`src/sha512_pkg.sv`:
```
// Shared types and constants for the SHA-512/384 single-block hasher.
// Holds the queued block type, round constants and initial values.
// No dependencies.
package sha512_pkg;

   localparam int WORD_W     = 64;
   localparam int NUM_WORDS  = 16;
   localparam int NUM_ROUNDS = 80;
   localparam int NUM_VARS   = 8;

   localparam logic [3:0] LAST_WORD_IDX = 4'd15;
   localparam logic [6:0] LAST_ROUND    = 7'd79;

   // digest word index of the final output per variant
   localparam logic [2:0] LAST_OUT_512 = 3'd7;
   localparam logic [2:0] LAST_OUT_384 = 3'd5;

   localparam logic VARIANT_SHA512 = 1'b0;
   localparam logic VARIANT_SHA384 = 1'b1;

   typedef logic [WORD_W-1:0] word_type;

   // one complete padded block plus the variant in force when it closed
   typedef struct packed {
      logic                       variant;
      logic [NUM_WORDS-1:0][WORD_W-1:0] words;
   } block_type;

   localparam word_type IV_512 [0:NUM_VARS-1] = '{
      64'h6a09e667f3bcc908, 64'hbb67ae8584caa73b, 64'h3c6ef372fe94f82b, 64'ha54ff53a5f1d36f1,
      64'h510e527fade682d1, 64'h9b05688c2b3e6c1f, 64'h1f83d9abfb41bd6b, 64'h5be0cd19137e2179
   };

   localparam word_type IV_384 [0:NUM_VARS-1] = '{
      64'hcbbb9d5dc1059ed8, 64'h629a292a367cd507, 64'h9159015a3070dd17, 64'h152fecd8f70e5939,
      64'h67332667ffc00b31, 64'h8eb44a8768581511, 64'hdb0c2e0d64f98fa7, 64'h47b5481dbefa4fa4
   };

   localparam word_type ROUND_K [0:NUM_ROUNDS-1] = '{
      64'h428a2f98d728ae22, 64'h7137449123ef65cd, 64'hb5c0fbcfec4d3b2f, 64'he9b5dba58189dbbc,
      64'h3956c25bf348b538, 64'h59f111f1b605d019, 64'h923f82a4af194f9b, 64'hab1c5ed5da6d8118,
      64'hd807aa98a3030242, 64'h12835b0145706fbe, 64'h243185be4ee4b28c, 64'h550c7dc3d5ffb4e2,
      64'h72be5d74f27b896f, 64'h80deb1fe3b1696b1, 64'h9bdc06a725c71235, 64'hc19bf174cf692694,
      64'he49b69c19ef14ad2, 64'hefbe4786384f25e3, 64'h0fc19dc68b8cd5b5, 64'h240ca1cc77ac9c65,
      64'h2de92c6f592b0275, 64'h4a7484aa6ea6e483, 64'h5cb0a9dcbd41fbd4, 64'h76f988da831153b5,
      64'h983e5152ee66dfab, 64'ha831c66d2db43210, 64'hb00327c898fb213f, 64'hbf597fc7beef0ee4,
      64'hc6e00bf33da88fc2, 64'hd5a79147930aa725, 64'h06ca6351e003826f, 64'h142929670a0e6e70,
      64'h27b70a8546d22ffc, 64'h2e1b21385c26c926, 64'h4d2c6dfc5ac42aed, 64'h53380d139d95b3df,
      64'h650a73548baf63de, 64'h766a0abb3c77b2a8, 64'h81c2c92e47edaee6, 64'h92722c851482353b,
      64'ha2bfe8a14cf10364, 64'ha81a664bbc423001, 64'hc24b8b70d0f89791, 64'hc76c51a30654be30,
      64'hd192e819d6ef5218, 64'hd69906245565a910, 64'hf40e35855771202a, 64'h106aa07032bbd1b8,
      64'h19a4c116b8d2d0c8, 64'h1e376c085141ab53, 64'h2748774cdf8eeb99, 64'h34b0bcb5e19b48a8,
      64'h391c0cb3c5c95a63, 64'h4ed8aa4ae3418acb, 64'h5b9cca4f7763e373, 64'h682e6ff3d6b2b8a3,
      64'h748f82ee5defb2fc, 64'h78a5636f43172f60, 64'h84c87814a1f0ab72, 64'h8cc702081a6439ec,
      64'h90befffa23631e28, 64'ha4506cebde82bde9, 64'hbef9a3f7b2c67915, 64'hc67178f2e372532b,
      64'hca273eceea26619c, 64'hd186b8c721c0c207, 64'heada7dd6cde0eb1e, 64'hf57d4f7fee6ed178,
      64'h06f067aa72176fba, 64'h0a637dc5a2c898a6, 64'h113f9804bef90dae, 64'h1b710b35131c471b,
      64'h28db77f523047d84, 64'h32caab7b40c72493, 64'h3c9ebe0a15c9bebc, 64'h431d67c49c100d4c,
      64'h4cc5d4becb3e42b6, 64'h597f299cfc657e2a, 64'h5fcb6fab3ad6faec, 64'h6c44198c4a475817
   };

   function automatic word_type iv_word(input logic variant, input logic [2:0] idx);
      iv_word = (variant == VARIANT_SHA384) ? IV_384[idx] : IV_512[idx];
   endfunction

endpackage

```
`src/sha512_front.sv`:
```
// Front end: takes message words, collects one 1024-bit block and pushes it
// to the block queue together with the variant register. Uses sha512_pkg.
module sha512_front (
   input  logic                  clock,
   input  logic                  reset,
   input  logic                  start,
   output logic                  busy,
   input  logic [63:0]           req_msg_word,
   input  logic                  csr_valid,
   output logic                  csr_ready,
   input  logic                  csr_hash_variant,
   input  logic                  q_full,
   output logic                  push_valid,
   output sha512_pkg::block_type push_data
);

   logic [3:0]                count_ff, count_in;
   logic                      variant_ff, variant_in;
   sha512_pkg::word_type      words_ff [0:14];
   logic                      accept;

   assign busy      = q_full;
   assign csr_ready = 1'b1;
   assign accept    = start & ~q_full;

   always_comb begin
      count_in   = accept ? count_ff + 4'd1 : count_ff;
      variant_in = (csr_valid & csr_ready) ? csr_hash_variant : variant_ff;
      push_valid = accept && (count_ff == sha512_pkg::LAST_WORD_IDX);
   end

   always_comb begin
      push_data.variant = variant_ff;
      for (int i = 0; i < 15; i++) begin
         push_data.words[i] = words_ff[i];
      end
      push_data.words[15] = req_msg_word;
   end

   always_ff @(posedge clock) begin
      if (reset) begin
         count_ff   <= '0;
         variant_ff <= sha512_pkg::VARIANT_SHA512;
      end else begin
         count_ff   <= count_in;
         variant_ff <= variant_in;
      end
   end

   // word 15 goes straight into the queue entry
   always_ff @(posedge clock) begin
      if (accept && (count_ff != sha512_pkg::LAST_WORD_IDX)) begin
         words_ff[count_ff] <= req_msg_word;
      end
   end

endmodule

```
`config.mk`:
```
export PLATFORM = sky130hd
export DESIGN_NAME = sha512_front
export DESIGN_NICKNAME = d
export VERILOG_FILES = /design/src/sha512_pkg.sv /design/src/sha512_front.sv
export SDC_FILE = /design/constraint.sdc
export NUM_CORES = 1
export LEC_CHECK = 0
export BUFFER_PORTS_ARGS = -buffer_cell sky130_fd_sc_hd__buf_2
export CORE_AREA = 4 4 425 427
export CTS_CLUSTER_DIAMETER = 40
export DETAILED_ROUTE_END_ITERATION = 16
export DIE_AREA = 0 0 429 431
export MAX_ROUTING_LAYER = met4
export SLEW_MARGIN = 10
export SYNTH_ARGS = -nofsm -noshare
export SYNTH_HDL_FRONTEND = slang
export SYNTH_SLANG_ARGS = --single-unit
```
`constraint.sdc`:
```
create_clock -name clock -period 11.2 [get_ports clock]
set_input_delay 0.56 -clock clock [delete_from_list [all_inputs] [get_ports clock]]
set_output_delay 0.56 -clock clock [all_outputs]
set_load 0.01 [all_outputs]
```
==> results of run 1 <==
-- state kept, by name, indices dropped and copies added (netlist names) --
signal      count
words_ff      960
count_ff        4
variant_ff      1
-- power groups by stage --
stage	Clock [W]	Combinational, W	Sequential, W
6_report	0.00431	0.000161	0.00400
5_1_grt	0.00461	0.000173	0.00400
4_1_cts	0.00442	0.000167	0.00400
3_5_place_dp	0	0.000167	0.00407
3_3_place_gp	0	0.000164	0.00407
2_1_floorplan	0	0.0000355	0.00409
-- layer usage --
metal	vias up	GRT usage, %	routed length (µm)
met4	0	4.16	3360
li1	6730	-	-
met1	8418	12.0	38600
met2	917	18.9	54600
met5	-	-	0
met3	186	3.46	8070
-- repair_timing --
action,4_1_cts,5_1_grt
endpoints found under the hold margin,4,0
gates resized for setup,0,0
hold buffers,2,0
-- worst max-delay path, cell delays in order (launching register included) --
cell                       delay [ns]
sky130_fd_sc_hd__dfxtp_1         0.53
sky130_fd_sc_hd__nand2b_1        0.32
sky130_fd_sc_hd__nor2_4          1.00
sky130_fd_sc_hd__buf_4           0.76
-- through the flow --
stage                     utilization (%)  power [W]  hold slack, ns  setup slack [ns]  instance area, µm²
final                                24.2    0.00847           0.176              8.06               42700
after global routing                 24.2    0.00878          0.0978              7.84               42700
after CTS                            24.2    0.00859          0.0757              7.93               42700
after detailed placement             21.6    0.00424           0.504              7.64               38000
after global placement               21.6    0.00424           0.490              7.74               38000
after floorplan                         -    0.00412           0.462              5.38               29800
-- layout make-up --
class                           instances  area [µm²]
Timing Repair Buffer                 1134        5790
Tap cell                             2340        2930
Multi-Input combinational cell         44         392
Fill cell                           18093      133000
Sequential cell                       965       28900
Clock inverter                        101        1130
Clock buffer                          150        3520
Inverter                                2        7.51
-- Yosys cell counts (2+ instances only) --
cell / instances / area share [%]
sky130_fd_sc_hd__edfxtp_1: 960 / 97
sky130_fd_sc_hd__buf_4: 68 / 1.7
sky130_fd_sc_hd__nor2_1: 17 / 0.21
sky130_fd_sc_hd__dfxtp_1: 5 / 0.34
sky130_fd_sc_hd__ha_1: 5 / 0.21
sky130_fd_sc_hd__nand2_1: 5 / 0.063
sky130_fd_sc_hd__nor3_1: 4 / 0.067
sky130_fd_sc_hd__inv_1: 2 / 0.025
sky130_fd_sc_hd__mux2i_1: 2 / 0.067
sky130_fd_sc_hd__nand2b_1: 2 / 0.042
-- kinds of logic after synthesis --
| logic type | after synthesis | synth area share [%] |
|---|---|---|
| xor gates and xnor gates | 2 | 0.0589 |
| adders and majority gates | 5 | 0.210 |
| buffers and inverters | 72 | 1.80 |
| DFF | 965 | 97.2 |
| muxes | 3 | 0.118 |
| other | 1 | 0.0126 |
| and+or+nand+nor | 33 | 0.572 |
-- worst paths after layout --
kind	startpoint	end	slack, ns	cells after the start
worst min-delay path	req_msg_word[63]	words_ff[5][63]	0.18	1
worst max-delay path	count_ff[3]	words_ff[9][15]	8.06	3
worst max register to register	count_ff[3]	words_ff[9][15]	8.06	3
worst min register to register	count_ff[1]	count_ff[1]	0.62	2
==> results summary, run 1 <==
The number of global-route vias before repair is 16506. The per-cell via count in the routed design is 3.43. The analysis attributes to cell leakage a power of 15.6 nW.

The data arrival at the endpoint of the critical path is 3.53 ns. Power spread over the standard cell area amounts to 198 nW/µm². The number of buffers added for setup after CTS is 0. For this block, the routed nets add up to 105000 µm of wire.

The type of the worst setup path is register to register. The final cell count without fillers came out at 4736. The number of maximum-capacitance constraint violations came out at 0. The share of total power in sequential cells came out at 47.2%. At the pin with the least slew margin, the transition time is 1.26 ns. In this run the vertical extent of the chip is 431 µm. The design internal power is 0.00662 W. The number of clock sinks is 965. Of all nets on the critical path, the largest fanout is 35. The async set or reset register ratio after synthesis came out at 0%. The worst supply voltage drop on vdd came out at 0.170 mV.

The number of I/O pins came out at 1098. The core region is 176000 µm². The total of buffers placed on input and output ports is 1096. The longest clock path from root to sink contains 3 buffers. The number of iterations in the first detailed-routing pass is 5. For this configuration, the core starts out at a cell density of 16.9%. The register area share after synthesis came out at 97.2%. The average instance area after synthesis came out at 27.5 µm². The fraction of power consumed by combinational cells is 1.9%. The die extent in x came out at 429 µm. After routing, the total negative slack on setup checks comes to 0 ns. Counting tap cells, the placed design contains a total of 4483 instances. Of the total power, the share spent switching nets is 21.9%.

The initial antenna violation count came out at 5. The average detailed-routed wire length per instance came out at 22.1 µm. TritonCTS built the clock tree. The area of the die is 185000 µm². The net switching power came out at 0.00185 W. The weighted congestion reported at the end of routability-driven placement came out at 0.785. The worst relative slew slack is 16.3%. Clock-pin slew was measured on the worst setup and hold paths at 0.06 ns. After layout, the worst path uses 28.1% of the clock period. The final-report setup violation count is 0. The worst setup path is captured at a register. In the layout the commonest cells are 1096 x sky130_fd_sc_hd__buf_2, 960 x sky130_fd_sc_hd__edfxtp_1, 139 x sky130_fd_sc_hd__clkbuf_16. The timing-limited maximum frequency came out at 0.318 GHz.

The total routing resource utilization after global routing is 11.0%. The detailed placer's ending HPWL is 70800 µm. The most used flip-flop cell after synthesis is sky130_fd_sc_hd__edfxtp_1.

The number of nets in the layout came out at 2358. The number of vias after detailed routing is 16251. The aggregate global routing overflow is 0. The critical path required time is 11.58 ns. After layout, the minimum clock period comes to 3.14 ns.

The detailed router's first-iteration violation count came out at 1472. The antenna cell count came out at 0. The final number of max-transition violations came to 0. The first global-routing pass estimated 137000 µm of wire. The synthesized design contains 960 enable-type register cells.

For this run, design rule violations remaining after detail routing come to 0. The number of endpoints with negative hold slack in the final report came out at 0. The total of warnings raised by yosys came out at 0.

The number of nets in the synthesized netlist is 1156. Setup repair after global routing left no endpoint under its margin. Yosys mapped the design onto 21 distinct sky130hd cell types. The cell area that synthesis handed to floorplanning was 29800 µm². The area growth from synthesis to layout is 43.5%. The ratio of cells with drive above 1 in the final layout came out at 57.4%.

STA classifies the critical path startpoint as a register. The depth of the CTS H-tree is 4. The clock buffer count from CTS came out at 136. Synthesis produced 1081 cells.

The clock insertion delay at the later pin of the skew report came out at 0.78 ns. The root buffer cell is sky130_fd_sc_hd__clkbuf_16. The leading cell type in the layout, fill and taps excluded is sky130_fd_sc_hd__buf_2. The largest net degree at the start of global routing is 37. The detail route stage leaves a number of antenna-violating nets equal to 0. The clock tree skew after final layout came out at 0.0259 ns.

The clock network is responsible for 50.9% of the overall power. The run finished with clean final reports. The min-delay analysis places its worst path in the category input port to register. The row count is 154. The synthesized design contains 965 register bits.
(Power assumes the default switching activity.)
==> run 2: changes to the inputs <==
CORE_AREA = 4 4 423 425   (was 4 4 425 427)
DIE_AREA = 0 0 427 429   (was 0 0 429 431)
clock period = 2.8 ns   (was 11.2 ns; I/O delays follow)
==> run 2 against run 1 <==
Net effect: sequential cell count stayed put; clock power rose to 3.9 times the previous value; combinational power rose to 4.5 times the previous value; non-clock buffer count is 60 higher; design area grew 2.0%; clock skew rose by 0.011 ns; die area fell by 0.93%.
==> results summary, run 2 (synthesis gave the netlist of run 1 again) <==
The flow ran to the end, and the final reports show no timing, DRC or antenna violations. The number of vias after detailed routing is 16513. The detailed placer's ending HPWL came out at 70200 µm. STA classifies the critical path endpoint as a register. The clock tree skew after final layout came out at 0.0365 ns.

The clock insertion delay at the later pin of the skew report came out at 0.78 ns. The share of total power in sequential cells came out at 47.4%. The analysis attributes to net switching a power of 0.00738 W. The final-report setup violation count is 0.

The number of instances in the placed design is 4474. The number of I/O pins is 1098. The number of global-route vias before repair is 16740. For met3 alone, demand over resource in global routing was 2.85%.

The largest registers in the layout are words_ff (960), count_ff (4), variant_ff (1). The global routing stage identified its most utilized layer as met2. Summed over all failing endpoints, the final setup total negative slack is 0 ns. The analysis attributes to cell leakage a power of 15.8 nW. The number of endpoints with negative hold slack in the final report came out at 0. The minimum hold slack is 0.287 ns. The proportion of total power due to net switching came out at 21.8%. The first global-routing pass estimated 138000 µm of wire. The worst setup path is launched from a register. In this run the worst path has a maximum fanout of 31. The register with the most flip-flops in the final layout is words_ff. The post-CTS clock slew at the launch and capture registers of the worst setup and hold paths is 0.05 ns.

The initial utilization of the core area, before any placement, comes to 17.0%. The fraction of power consumed by combinational cells came out at 2.2%. In this run the post-CTS setup repair buffer count came out at 0. The per-cell via count in the routed design came out at 3.45.

The timing-limited maximum frequency is 0.441 GHz. The count of nets left with antenna violations once routing finished came out at 0. The most critical setup path has its startpoint at count_ff[2]. Dividing total power by cell area gives a power density of 776 nW/µm². The DRC violations left came out at 0. The detailed router's first-iteration violation count came out at 1307.

Dividing the detail-routed wire length by the instance count gives 21.9 µm. The design internal power came out at 0.0264 W. For the pin with the worst max-slew slack, the measured transition is 0.750 ns. TritonCTS built the clock tree. The met2 usage in global routing is 19.9%.

The number of clock sinks came out at 965. The flip-flop count of the largest register, all copies and words added came out at 960. The initial antenna violation count is 11. The depth of the CTS H-tree is 4.

The total routing resource utilization after global routing came out at 11.2%. The clock buffer count from CTS came out at 131. The area growth from synthesis to layout is 46.3%. The core region is 175000 µm².

The worst setup path is of the register to register kind. The final period utilization came out at 81.0%. Measured against its own limit, the worst slew margin works out to 50.0%. The first detailed-routing pass ran for 5 iterations.

The die extent in x came out at 427 µm. The leading cell type in the layout, fill and taps excluded is sky130_fd_sc_hd__buf_2. STA puts the critical path data required time at 3.18 ns. The tool flagged a number of max-cap violations equal to 0. The share of power burned in the clock network came out at 50.5%. The classification of the worst-slack hold path is input port to register.

The root buffer cell is sky130_fd_sc_hd__clkbuf_16. The worst path in the final design needs a cycle of 2.27 ns, including I/O delays and setup. The weighted congestion reported at the end of routability-driven placement came out at 0.778. The worst supply voltage drop on vdd is 0.553 mV. Setup repair after global routing left no endpoint under its margin. Cells with a size suffix above 1 make up 55.4% of the layout. The vertical die dimension came out at 429 µm. The area of the die is 183000 µm².

The row count came out at 154. The total of buffers placed on input and output ports is 1096. The data arrival at the endpoint of the critical path is 2.65 ns. For this run, global-route usage on met1 was measured as 12.0%. The largest net degree at the start of global routing is 65. Global routing finished with a remaining overflow of 0. The number of nets in the layout is 2413. The final cell count without fillers is 4786. The library cells used most frequently in the layout, excluding fill and tap cells, are 1096 x sky130_fd_sc_hd__buf_2, 960 x sky130_fd_sc_hd__edfxtp_1, 132 x sky130_fd_sc_hd__clkbuf_16.

The startpoint identified for the worst register-to-register timing path is count_ff[2]. The final wirelength came out at 105000 µm. The maximum clock path buffer count is 3. The final number of max-transition violations is 0.

The startpoint identified for the worst hold timing path is reset.
run 2: cell types whose count changed in the layout (fill, tap and decap cells not counted), moves of 2 or more:
cell	delta
sky130_fd_sc_hd__bufinv_16	+3
sky130_fd_sc_hd__clkinv_4	-3
sky130_fd_sc_hd__inv_6	-2
sky130_fd_sc_hd__clkinvlp_4	-7
sky130_fd_sc_hd__clkbuf_16	-7
sky130_fd_sc_hd__buf_4	-29
sky130_fd_sc_hd__clkinv_16	+5
sky130_fd_sc_hd__inv_8	-2
sky130_fd_sc_hd__buf_12	+20
sky130_fd_sc_hd__nor3_2	-4
sky130_fd_sc_hd__dlygate4sd3_1	+69
sky130_fd_sc_hd__nor3_4	+4
sky130_fd_sc_hd__diode_2	+4
run 2: repair_timing:
item,in CTS,in global routing
resized for setup,0,0
hold endpoints to repair,953,0
hold buffers,71,0
run 2: path summary, 6_finish.rpt:
path                                        end  slack, ns  cells past startpoint
worst max register to register  words_ff[7][45]       0.53                      3
worst min-delay path                count_ff[1]       0.29                      3
worst min register to register      count_ff[1]       0.62                      2
worst max-delay path            words_ff[7][45]       0.53                      3
run 2: power by group through the flow:
stage | logic (W) | clock network [W] | registers (W)
floorplan | 0.000145 | 0 | 0.0163
global placement | 0.000660 | 0 | 0.0163
detailed placement | 0.000673 | 0 | 0.0163
CTS | 0.000748 | 0.0174 | 0.0160
global route | 0.000781 | 0.0182 | 0.0160
finish | 0.000729 | 0.0170 | 0.0160
run 2: layer usage:
layer,vias to the layer above,routed length (µm),share of wire [%]
met5,-,0,0
met4,0,3100,3.0
met3,160,7710,7.3
met2,893,56200,54
met1,8620,37900,36
li1,6840,-,-
run 2: worst max-delay path, cell delays in order (launching register included):
cell	delay (ns)
sky130_fd_sc_hd__dfxtp_1	0.72
sky130_fd_sc_hd__nand2b_1	0.38
sky130_fd_sc_hd__nor2_4	0.23
sky130_fd_sc_hd__buf_4	0.46
run 2: area by class of cell:
cell class              instances  area, µm²
repair buffers               1194       6660
inverters                       2       7.51
clock inverters                94       1240
multi-input cells              44        417
fillers                     17870     132000
well taps                    2340       2930
flip-flops and latches        965      28900
clock buffers                 143       3340
diodes                          4       10.0
run 2: metrics by stage:
stage	total power, W	area, µm²	utilization [%]	setup slack [ns]
after floorplan	0.0165	29800	-	-0.229
after global placement	0.0170	38200	21.8	0.571
after detailed placement	0.0170	38200	21.8	0.527
after CTS	0.0342	43500	24.8	0.488
after global routing	0.0350	43500	24.8	0.379
final	0.0338	43500	24.8	0.532
